$ cat src/rtl/biquad_pkg.sv
// Shared constants and helpers for the biquad IIR filter core.
// Depends on nothing; used by the core and its checker.
package biquad_pkg;

   localparam int DEFAULT_SAMPLE_BITS = 16;
   localparam int COEFF_BITS          = 16;
   localparam int NUM_COEFFS          = 6;
   localparam int CSR_INDEX_BITS      = 3;
   localparam int TAP_BITS            = 3;

   // Coefficient register indexes
   localparam logic [CSR_INDEX_BITS-1:0] REG_B0 = 3'd0;
   localparam logic [CSR_INDEX_BITS-1:0] REG_B1 = 3'd1;
   localparam logic [CSR_INDEX_BITS-1:0] REG_B2 = 3'd2;
   localparam logic [CSR_INDEX_BITS-1:0] REG_A0 = 3'd3;
   localparam logic [CSR_INDEX_BITS-1:0] REG_A1 = 3'd4;
   localparam logic [CSR_INDEX_BITS-1:0] REG_A2 = 3'd5;

   // Multiply-accumulate tap order
   localparam logic [TAP_BITS-1:0] TAP_B0    = 3'd0;
   localparam logic [TAP_BITS-1:0] TAP_B1    = 3'd1;
   localparam logic [TAP_BITS-1:0] TAP_B2    = 3'd2;
   localparam logic [TAP_BITS-1:0] TAP_A1    = 3'd3;
   localparam logic [TAP_BITS-1:0] TAP_A2    = 3'd4;
   localparam logic [TAP_BITS-1:0] TAP_DRAIN = 3'd5;

   localparam logic signed [COEFF_BITS-1:0] COEFF_UNITY = 16'sh7FFF;

   function automatic logic signed [COEFF_BITS-1:0] coeff_reset(
      input logic [CSR_INDEX_BITS-1:0] idx);
      logic signed [COEFF_BITS-1:0] val;
      begin
         val = '0;
         if (idx == REG_B0 || idx == REG_A0) begin
            val = COEFF_UNITY;
         end
         return val;
      end
   endfunction

endpackage

$ cat src/rtl/biquad_iir_filter_core.sv
// Biquad Direct Form I IIR filter core; uses biquad_pkg.
// An accepted req item passes through a multiply-accumulate tap sweep, a setup step,
// the restoring divider (one quotient bit per cycle) and a finish state that waits
// for the result register to free; req_stall holds off new items until it is idle.
// Reset restores the coefficients and clears the sample histories.
module biquad_iir_filter_core #(
   parameter int SAMPLE_BITS = biquad_pkg::DEFAULT_SAMPLE_BITS
) (
   input  logic                                   clock,
   input  logic                                   reset,
   // input sample channel
   input  logic                                   req_valid,
   output logic                                   req_stall,
   input  logic signed [SAMPLE_BITS-1:0]          req_sample_in,
   // result channel
   output logic                                   rsp_valid,
   input  logic                                   rsp_stall,
   output logic signed [SAMPLE_BITS-1:0]          rsp_sample_out,
   output logic                                   rsp_clipped,
   // coefficient write port
   input  logic                                   csr_valid,
   output logic                                   csr_ready,
   input  logic [biquad_pkg::CSR_INDEX_BITS-1:0]  csr_index,
   input  logic [biquad_pkg::COEFF_BITS-1:0]      csr_wdata
);

   // Product of a sample and a Q1.15 coefficient, and an accumulator that
   // holds five of them with headroom so it never wraps.
   localparam int CB     = biquad_pkg::COEFF_BITS;
   localparam int PROD_W = SAMPLE_BITS + CB;
   localparam int ACC_W  = SAMPLE_BITS + 19;
   localparam int STEP_W = $clog2(ACC_W);
   localparam logic [STEP_W-1:0] MAC_LAST = STEP_W'(biquad_pkg::TAP_DRAIN);
   localparam logic [STEP_W-1:0] DIV_LAST = STEP_W'(ACC_W - 1);
   // Largest positive quotient magnitude and largest negative one
   localparam logic [ACC_W-1:0] POS_LIMIT =
      ACC_W'((64'd1 << (SAMPLE_BITS - 1)) - 64'd1);
   localparam logic [ACC_W-1:0] NEG_LIMIT = ACC_W'(64'd1 << (SAMPLE_BITS - 1));
   localparam logic signed [SAMPLE_BITS-1:0] SMAX = {1'b0, {(SAMPLE_BITS-1){1'b1}}};
   localparam logic signed [SAMPLE_BITS-1:0] SMIN = {1'b1, {(SAMPLE_BITS-1){1'b0}}};

   typedef enum logic [4:0] {
      ST_IDLE   = 5'b00001,
      ST_MAC    = 5'b00010,
      ST_SETUP  = 5'b00100,
      ST_DIV    = 5'b01000,
      ST_FINISH = 5'b10000
   } state_type;

   // Sequencer
   state_type state_ff, state_in;
   logic [STEP_W-1:0] step_ff, step_in;

   // Coefficients and histories
   logic signed [CB-1:0] coeff_ff [biquad_pkg::NUM_COEFFS];
   logic signed [SAMPLE_BITS-1:0] x_ff, x_in;
   logic signed [SAMPLE_BITS-1:0] x_d1_ff, x_d1_in, x_d2_ff, x_d2_in;
   logic signed [SAMPLE_BITS-1:0] y_d1_ff, y_d1_in, y_d2_ff, y_d2_in;

   // Multiply-accumulate datapath
   logic [biquad_pkg::TAP_BITS-1:0] tap_sel;
   logic signed [SAMPLE_BITS-1:0] mul_sample;
   logic signed [CB-1:0] mul_coeff;
   logic signed [PROD_W-1:0] prod_ff, prod_in;
   logic prod_sub_ff, prod_sub_in;
   logic signed [ACC_W-1:0] acc_ff, acc_in;

   // Divider datapath
   logic [ACC_W-1:0] dvd_ff, dvd_in;
   logic [CB-1:0] rem_ff, rem_in;
   logic [CB-1:0] div_ff, div_in;
   logic [CB+1:0] trial;
   logic acc_neg_ff, acc_neg_in, acc_nz_ff, acc_nz_in;
   logic a0_neg_ff, a0_neg_in, a0_zero_ff, a0_zero_in;
   logic signed [CB-1:0] a0_coeff;

   // Result stage
   logic signed [SAMPLE_BITS-1:0] y_res;
   logic clip_res;
   logic out_free;
   logic rsp_valid_ff, rsp_valid_in;
   logic signed [SAMPLE_BITS-1:0] rsp_sample_ff, rsp_sample_in;
   logic rsp_clip_ff, rsp_clip_in;

   assign req_stall      = (state_ff != ST_IDLE);
   assign csr_ready      = 1'b1;
   assign rsp_valid      = rsp_valid_ff;
   assign rsp_sample_out = rsp_sample_ff;
   assign rsp_clipped    = rsp_clip_ff;

   assign a0_coeff = coeff_ff[biquad_pkg::REG_A0];
   assign tap_sel  = step_ff[biquad_pkg::TAP_BITS-1:0];

   // Operand select for the shared multiplier
   always_comb begin
      mul_sample = '0;
      mul_coeff  = '0;
      unique case (tap_sel)
         biquad_pkg::TAP_B0: begin
            mul_sample = x_ff;
            mul_coeff  = coeff_ff[biquad_pkg::REG_B0];
         end
         biquad_pkg::TAP_B1: begin
            mul_sample = x_d1_ff;
            mul_coeff  = coeff_ff[biquad_pkg::REG_B1];
         end
         biquad_pkg::TAP_B2: begin
            mul_sample = x_d2_ff;
            mul_coeff  = coeff_ff[biquad_pkg::REG_B2];
         end
         biquad_pkg::TAP_A1: begin
            mul_sample = y_d1_ff;
            mul_coeff  = coeff_ff[biquad_pkg::REG_A1];
         end
         biquad_pkg::TAP_A2: begin
            mul_sample = y_d2_ff;
            mul_coeff  = coeff_ff[biquad_pkg::REG_A2];
         end
         default: begin
            mul_sample = '0;
            mul_coeff  = '0;
         end
      endcase
   end

   assign prod_in     = mul_sample * mul_coeff;
   assign prod_sub_in = (tap_sel == biquad_pkg::TAP_A1) || (tap_sel == biquad_pkg::TAP_A2);

   // Restoring division step: shift in the next dividend bit, try to subtract.
   assign trial = {1'b0, rem_ff, dvd_ff[ACC_W-1]} - {2'b00, div_ff};

   // Saturate the quotient magnitude by sign; a zero divisor follows the
   // sign of the accumulator.
   always_comb begin
      y_res    = '0;
      clip_res = 1'b0;
      if (a0_zero_ff) begin
         if (acc_nz_ff) begin
            clip_res = 1'b1;
            y_res    = acc_neg_ff ? SMIN : SMAX;
         end
      end else if (acc_neg_ff ^ a0_neg_ff) begin
         if (dvd_ff > NEG_LIMIT) begin
            clip_res = 1'b1;
            y_res    = SMIN;
         end else begin
            y_res = -$signed(dvd_ff[SAMPLE_BITS-1:0]);
         end
      end else begin
         if (dvd_ff > POS_LIMIT) begin
            clip_res = 1'b1;
            y_res    = SMAX;
         end else begin
            y_res = $signed(dvd_ff[SAMPLE_BITS-1:0]);
         end
      end
   end

   // The result register is free when empty or being drained this cycle.
   assign out_free = !rsp_valid_ff || !rsp_stall;

   always_comb begin
      state_in      = state_ff;
      step_in       = step_ff;
      x_in          = x_ff;
      x_d1_in       = x_d1_ff;
      x_d2_in       = x_d2_ff;
      y_d1_in       = y_d1_ff;
      y_d2_in       = y_d2_ff;
      acc_in        = acc_ff;
      dvd_in        = dvd_ff;
      rem_in        = rem_ff;
      div_in        = div_ff;
      acc_neg_in    = acc_neg_ff;
      acc_nz_in     = acc_nz_ff;
      a0_neg_in     = a0_neg_ff;
      a0_zero_in    = a0_zero_ff;
      rsp_sample_in = rsp_sample_ff;
      rsp_clip_in   = rsp_clip_ff;
      // drop the result once the consumer takes it
      rsp_valid_in  = rsp_valid_ff && rsp_stall;

      unique case (state_ff)
         ST_IDLE: begin
            // take a new sample and start the tap sweep
            if (req_valid) begin
               x_in     = req_sample_in;
               step_in  = '0;
               state_in = ST_MAC;
            end
         end
         ST_MAC: begin
            // step k multiplies tap k; steps 1..5 fold in the product of step k-1
            if (step_ff == '0) begin
               acc_in = '0;
            end else if (prod_sub_ff) begin
               acc_in = acc_ff - ACC_W'(prod_ff);
            end else begin
               acc_in = acc_ff + ACC_W'(prod_ff);
            end
            step_in = step_ff + 1'b1;
            if (step_ff == MAC_LAST) begin
               state_in = ST_SETUP;
            end
         end
         ST_SETUP: begin
            // split the division into magnitudes and signs
            acc_neg_in = acc_ff[ACC_W-1];
            acc_nz_in  = (acc_ff != '0);
            dvd_in     = acc_ff[ACC_W-1] ? ACC_W'(-acc_ff) : ACC_W'(acc_ff);
            a0_neg_in  = a0_coeff[CB-1];
            a0_zero_in = (a0_coeff == '0);
            div_in     = a0_coeff[CB-1] ? CB'(-a0_coeff) : CB'(a0_coeff);
            rem_in     = '0;
            step_in    = '0;
            state_in   = ST_DIV;
         end
         ST_DIV: begin
            // one quotient bit per cycle, shifted into the dividend register
            if (trial[CB+1]) begin
               rem_in = {rem_ff[CB-2:0], dvd_ff[ACC_W-1]};
               dvd_in = {dvd_ff[ACC_W-2:0], 1'b0};
            end else begin
               rem_in = trial[CB-1:0];
               dvd_in = {dvd_ff[ACC_W-2:0], 1'b1};
            end
            step_in = step_ff + 1'b1;
            if (step_ff == DIV_LAST) begin
               state_in = ST_FINISH;
            end
         end
         ST_FINISH: begin
            // hold until the result register frees, then publish and advance history
            if (out_free) begin
               rsp_valid_in  = 1'b1;
               rsp_sample_in = y_res;
               rsp_clip_in   = clip_res;
               x_d2_in       = x_d1_ff;
               x_d1_in       = x_ff;
               y_d2_in       = y_d1_ff;
               y_d1_in       = y_res;
               state_in      = ST_IDLE;
            end
         end
         default: begin
            state_in = ST_IDLE;
         end
      endcase
   end

   always_ff @(posedge clock) begin
      if (reset) begin
         state_ff     <= ST_IDLE;
         rsp_valid_ff <= 1'b0;
         x_d1_ff      <= '0;
         x_d2_ff      <= '0;
         y_d1_ff      <= '0;
         y_d2_ff      <= '0;
         for (int i = 0; i < biquad_pkg::NUM_COEFFS; i++) begin
            coeff_ff[i] <= biquad_pkg::coeff_reset(biquad_pkg::CSR_INDEX_BITS'(i));
         end
      end else begin
         state_ff     <= state_in;
         rsp_valid_ff <= rsp_valid_in;
         x_d1_ff      <= x_d1_in;
         x_d2_ff      <= x_d2_in;
         y_d1_ff      <= y_d1_in;
         y_d2_ff      <= y_d2_in;
         // ignore indexes past the last coefficient
         if (csr_valid && (32'(csr_index) < biquad_pkg::NUM_COEFFS)) begin
            coeff_ff[csr_index] <= $signed(csr_wdata);
         end
      end
   end

   always_ff @(posedge clock) begin
      step_ff       <= step_in;
      x_ff          <= x_in;
      prod_ff       <= prod_in;
      prod_sub_ff   <= prod_sub_in;
      acc_ff        <= acc_in;
      dvd_ff        <= dvd_in;
      rem_ff        <= rem_in;
      div_ff        <= div_in;
      acc_neg_ff    <= acc_neg_in;
      acc_nz_ff     <= acc_nz_in;
      a0_neg_ff     <= a0_neg_in;
      a0_zero_ff    <= a0_zero_in;
      rsp_sample_ff <= rsp_sample_in;
      rsp_clip_ff   <= rsp_clip_in;
   end

endmodule

$ cat config.mk
export PLATFORM = sky130hd
export DESIGN_NAME = biquad_iir_filter_core
export DESIGN_NICKNAME = d
export VERILOG_FILES = /design/src/rtl/biquad_pkg.sv /design/src/rtl/biquad_iir_filter_core.sv
export SDC_FILE = /design/constraint.sdc
export NUM_CORES = 2
export LEC_CHECK = 0
export ABC_AREA = 1
export BUFFER_PORTS_ARGS = -buffer_cell sky130_fd_sc_hd__buf_4
export CAP_MARGIN = 10
export CORE_MARGIN = 2
export CORE_UTILIZATION = 50
export CTS_CLUSTER_DIAMETER = 100
export DETAILED_ROUTE_END_ITERATION = 8
export PLACE_DENSITY = 0.68
export SETUP_SLACK_MARGIN = 0.3
export SLEW_MARGIN = 25
export SYNTH_ARGS = -nofsm -noshare
export SYNTH_HDL_FRONTEND = slang
export SYNTH_SLANG_ARGS = --single-unit
$ cat constraint.sdc
create_clock -name clock -period 6.3 [get_ports clock]
set_input_delay 0.315 -clock clock [delete_from_list [all_inputs] [get_ports clock]]
set_output_delay 0.315 -clock clock [all_outputs]
set_load 0.05 [all_outputs]
# Word-level counts from Yosys, hierarchy flattened
# Memory sizes are Yosys's and may differ from the RTL's.
# Cells that the tools add are included.
# Widths: inputs -> output; s select.
dict set report classes {
  multipliers 1
  n_eq_ne 16
  n_bitwise 1
  n_reduce_logical 18
  n_mux 38
  add_sub_neg 7
  order_cmp 3
}
# op count
set op_table {}
lappend op_table {{$pmux 16 s5} 2}
lappend op_table {{$mux 16} 9}
lappend op_table {{$mux 35} 2}
lappend op_table {{$pmux 35 s2} 1}
lappend op_table {{$add 35x32->35} 1}
lappend op_table {{$gt 35x15->1 const B} 1}
lappend op_table {{$gt 35x16->1 const B} 1}
lappend op_table {{$neg 35->35} 1}
lappend op_table {{$reduce_bool 35->1} 1}
lappend op_table {{$sub 35x32->35} 1}
lappend op_table {{$mul 16x16->32} 1}
lappend op_table {{$neg 16->16} 2}
lappend op_table {{$pmux 16 s2} 1}
lappend op_table {{$pmux 5 s5} 1}
lappend op_table {{$mux 5} 4}
lappend op_table {{$pmux 6 s3} 1}
lappend op_table {{$sub 17x16->18} 1}
lappend op_table {{$logic_not 16->1} 1}
lappend op_table {{$reduce_or 16->1} 1}
lappend op_table {{$mux 15} 1}
lappend op_table {{$mux 1} 14}
lappend op_table {{$ne 2x2->1 const B} 4}
lappend op_table {{$add 6x1->6 const B} 1}
lappend op_table {{$eq 3x2->1 const B} 2}
lappend op_table {{other kinds (24)} 29}
dict set report totals {
  input_bits 40
  reg_bits 248
  output_inout_bits 20
  mem_count 1
  ramBits 96
}
# memory depth word_bits read_ports rd_clocked_by_memory_dff write_ports line
set memory_table {}
lappend memory_table {coeff_ff 6 16 6 0 6 biquad_iir_filter_core.sv:55} ;# logic signed [CB-1:0] coeff_ff [biquad_pkg::NUM_COEFFS];

# Longest topological paths before layout
dict set report logic_depth {
  ltp_word 7
  depth_mapped 36
}

# Worst setup path before layout
# OpenSTA, ideal clock, no wires.
dict set report synth_path {
  path_kind {reg-to-reg}
  startpoint {register step_ff[2]}
  endpoint {register prod_ff[31]}
  path_buffers 2
  path_slack_ps -604
  path_stages_with_launch 31
  t_arrival_ps 6791
  path_cell_list {edfxtp_1 inv_2 ha_1 clkbuf_1 buf_2 a22o_1 a221oi_1 and2_2 nor2_1 inv_1 fa_1 inv_1 fa_1 inv_1 fa_1 inv_1 fa_1 fa_1 inv_1 fa_1 inv_1 ha_1 inv_1 nor3_1 nand2_1 inv_1 o21ai_0 nand2_1 nor2_1 nand2_1 nand2_1}
}
dict set report synth_via {
  elab_chain_len 3
}
# element line
set synth_lines {}
lappend synth_lines {{start, declared} biquad_iir_filter_core.sv:52} ;# logic [STEP_W-1:0] step_ff, step_in;
lappend synth_lines {{start signal, assigned} biquad_iir_filter_core.sv:277} ;# step_ff <= step_in;
lappend synth_lines {{$eq 3x3->1, or another cell as far along} biquad_iir_filter_core.sv:98} ;# unique case (tap_sel)
lappend synth_lines {{$pmux 16 s5} biquad_iir_filter_core.sv:98}
lappend synth_lines {{$mul 16x16->32 *} biquad_iir_filter_core.sv:126} ;# assign prod_in = mul_sample * mul_coeff;
lappend synth_lines {{via prod_in[31]} biquad_iir_filter_core.sv:64} ;# logic signed [PROD_W-1:0] prod_ff, prod_in;
lappend synth_lines {{end signal, assigned} biquad_iir_filter_core.sv:279} ;# prod_ff <= prod_in;
lappend synth_lines {{end, declared} biquad_iir_filter_core.sv:64}
# The timed path passes the listed nets; every way through them passes the cells marked *.
# A chain may end at the register's enable or synchronous reset.

# Worst setup path in the final report
dict set report layout_path {
  startpoint {register step_ff[0]}
  endpoint {register prod_ff[27]}
}
# The elaborated chain is that of the path after synthesis.

==> metrics <==
Slowest Stage Delay on Critical Path=around 0.58 ns; Worst R2R Setup Slack=-0.21 ns; chip height=between 200 and 250 µm; global-route wire length before repair=roughly 130 mm; filler instances=a little under 5,000; gr usage total=0.280; Mapped Nets=4,109; cell with the most instances on the worst path=fa_1; Final WS setup=-0.208 ns; WS Path Type=register to register; RSZ-0062 raised after global routing=yes; Final min period=~6.5 ns; FF+latch area=0.00930 mm²; core footprint=roughly 0.059 mm²; Final Setup Violations=18; CP Capture Type=register; row cnt=just under 90; placed insts=about 4,600; CTS tree=yes; initial antenna violation count=0; Slew Limit Fails=0; yosys warns=0; worst skew pair latency=approximately 0.57 ns; largest net degree at the start of global routing=roughly 70; number of flops mapped to enable cells by yosys=241; CTS Buffer Depth=3; ys flop type=edfxtp_1; worst hold endpoint=coeff_ff[4][6]; starting density of the core=0.503; DR iter-0 viols=roughly 1,800; Nets=4,440; period utilisation layout=1.03; Final Core Density=0.621; vias in the first global route=around 25,000; die area=a little over 0.06 mm²; gr ovfl total=0; Placed Instance Area=~0.033 mm²; DRT Wirelength=around 83 mm; commonest cells after routing, fill and taps aside=inv_1, nand2_1, nor2_1; Fin. Hold Viols=0; min-delay src=csr_wdata[6]; Placer Congestion=about 1; drt pass-1 iters=6; Final Skew=slightly below 0.02 ns; PortBufs=58; flops & latches, synth=between 300 and 400; post-DP HPWL=approximately 64 mm; clock root buffer=clkbuf_16; CP max stage cell=fa_2; Die W=~250 µm; Final Instance Area=around 0.036 mm²; DRC viols=0; Area growth, synth to finish=23.5%; status=finished, violations left; commonest non-fill, non-tap cell in the layout=inv_1; Finished Layout Cells=~4,800; max_cap viols=0; Ant. Diodes=0; Seq/Total Area, Yosys=0.315; Post-DRT Antenna Nets=0; Post-Synthesis Cells=between 3,000 and 4,000; hold crit path type=input port to register; reg2reg end=prod_ff[27]; Async S/R FF share, synth=0; routed len/inst=about 17 µm; FMAX=0.154 GHz; syn avg cell area=slightly above 8 µm²; reg2reg start=step_ff[0]; crit-path max FO=8; I/O Pins=60; post-synth cell types=between 40 and 50; layout cell share with drive strength beyond 1=0.199; Num CTS Buffers=39; Hold Crit Depth=3; relative slew slack=0.334; Worst setup SP type=register; Mapped Area=about 0.030 mm²; Vias/cell=between 5 and 6; Slew @ Worst Pin=about 1 ns; worst reg2reg path depth=31; CP required=about 6.8 ns; area occupied by multi-input gates=0.0185 mm²; H-tree levels=2; CTS Sinks=roughly 340; clock slew at reported path FFs=0.06 ns; via count=between 20,000 and 30,000; CP arrival=roughly 7.0 ns; failing checks=setup timing
[how the worst max path moves through the flow]
stage | startpoint | to | slack, ns | cells past startpoint
5_1_grt | step_ff[0] | prod_ff[31] | -0.43 | 35
3_5_place_dp | step_ff[0] | prod_ff[28] | -0.39 | 29
3_3_place_gp | step_ff[1] | prod_ff[28] | -0.35 | 30
6_report | step_ff[0] | prod_ff[27] | -0.21 | 31
4_1_cts | step_ff[0] | prod_ff[28] | -0.22 | 30
2_1_floorplan | step_ff[0] | prod_ff[31] | 0.17 | 29
[Yosys cell counts, types with 12 or more instances]
library cell / count / area, µm²
a21o_1: 14 / 105
dfxtp_1: 103 / 2060
a31oi_1: 16 / 100
inv_2: 12 / 45.0
nand3_1: 159 / 796
clkbuf_1: 47 / 176
inv_1: 707 / 2650
edfxtp_1: 241 / 7240
a21oi_1: 174 / 871
nand2_1: 664 / 2490
fa_1: 264 / 5290
ha_1: 142 / 1780
a22o_1: 12 / 105
nor3_1: 36 / 180
nand4_1: 31 / 194
buf_4: 20 / 150
xnor2_1: 30 / 263
nor2_1: 531 / 1990
buf_2: 32 / 160
o21ai_0: 194 / 971
xor2_1: 93 / 815
and2_1: 24 / 150
a221oi_1: 26 / 228
[layer usage]
layer  vias to the layer above  track usage  routed length, µm
met5                         -            0                  0
met4                         0       0.0863               2890
met3                       157       0.0506               6110
met2                       853        0.467              39100
met1                     12210        0.371              35300
li1                      12186            -                  -
[sequential cells by signal, indices dropped and copies added, names as in the netlist]
| register | count |
|---|---|
| coeff_ff | 96 |
| acc_ff | 35 |
| dvd_ff | 35 |
| prod_ff | 32 |
| div_ff | 16 |
| rem_ff | 16 |
| rsp_sample_out | 16 |
| x_d1_ff | 16 |
| x_d2_ff | 16 |
| x_ff | 16 |
| y_d1_ff | 16 |
| y_d2_ff | 16 |
| step_ff | 6 |
| state_ff | 5 |
| a0_neg_ff | 1 |
| a0_zero_ff | 1 |
| acc_neg_ff | 1 |
| acc_nz_ff | 1 |
| prod_sub_ff | 1 |
| rsp_clipped | 1 |
| rsp_valid | 1 |
[worst max-delay path, delay by kind of cell, from the launching register on]
family          cells  cell delay [ns]
simple gates        8             0.83
xor+xnor            1             0.17
fa+ha+maj           8             3.62
compound gates      2             0.12
flops               1             0.41
buf+inv            12             1.29
[per-stage QoR]
stage	TNS (ns)	setup slack [ns]	hold WS, ns
final	-2.16	-0.208	0.0589
after global routing	-6.43	-0.430	0.0479
after CTS	-1.75	-0.223	0.0298
after detailed placement	-5.44	-0.391	0.468
after global placement	-3.83	-0.350	0.468
after floorplan	0	0.169	0.414
[cells by family (layout without fill, tap and decap cells)]
logic type,Yosys count,after routing,share of synthesized area
flops,344,344,0.315
xor+xnor,123,123,0.0365
compound gates,481,481,0.0930
simple gates,1479,1479,0.205
other cells,1,1,0.000127
buf+inv,829,1190,0.111
fa+ha+maj,406,406,0.239
[area by class of cell]
type,count,area share
Inverter,723,0.0770
Timing Repair inverter,1,0.000172
Clock inverter,18,0.00505
Tap cell,773,0.0265
Clock buffer,53,0.0307
Multi-Input combinational cell,2490,0.507
Sequential cell,344,0.255
Timing Repair Buffer,395,0.0984
[timing repair]
action | CTS | global route
resized for setup | 232 | 146
setup endpoints to repair | 23 | 23
buffers inserted | 47 | 30
hold buffers | 16 | 0
cloned | 6 | 1
pin swaps | 120 | 118
hold endpoints to repair | 16 | 0
Power is not shown: default switching activity piles up to over one toggle a cycle in this logic, so the estimate is an artifact.
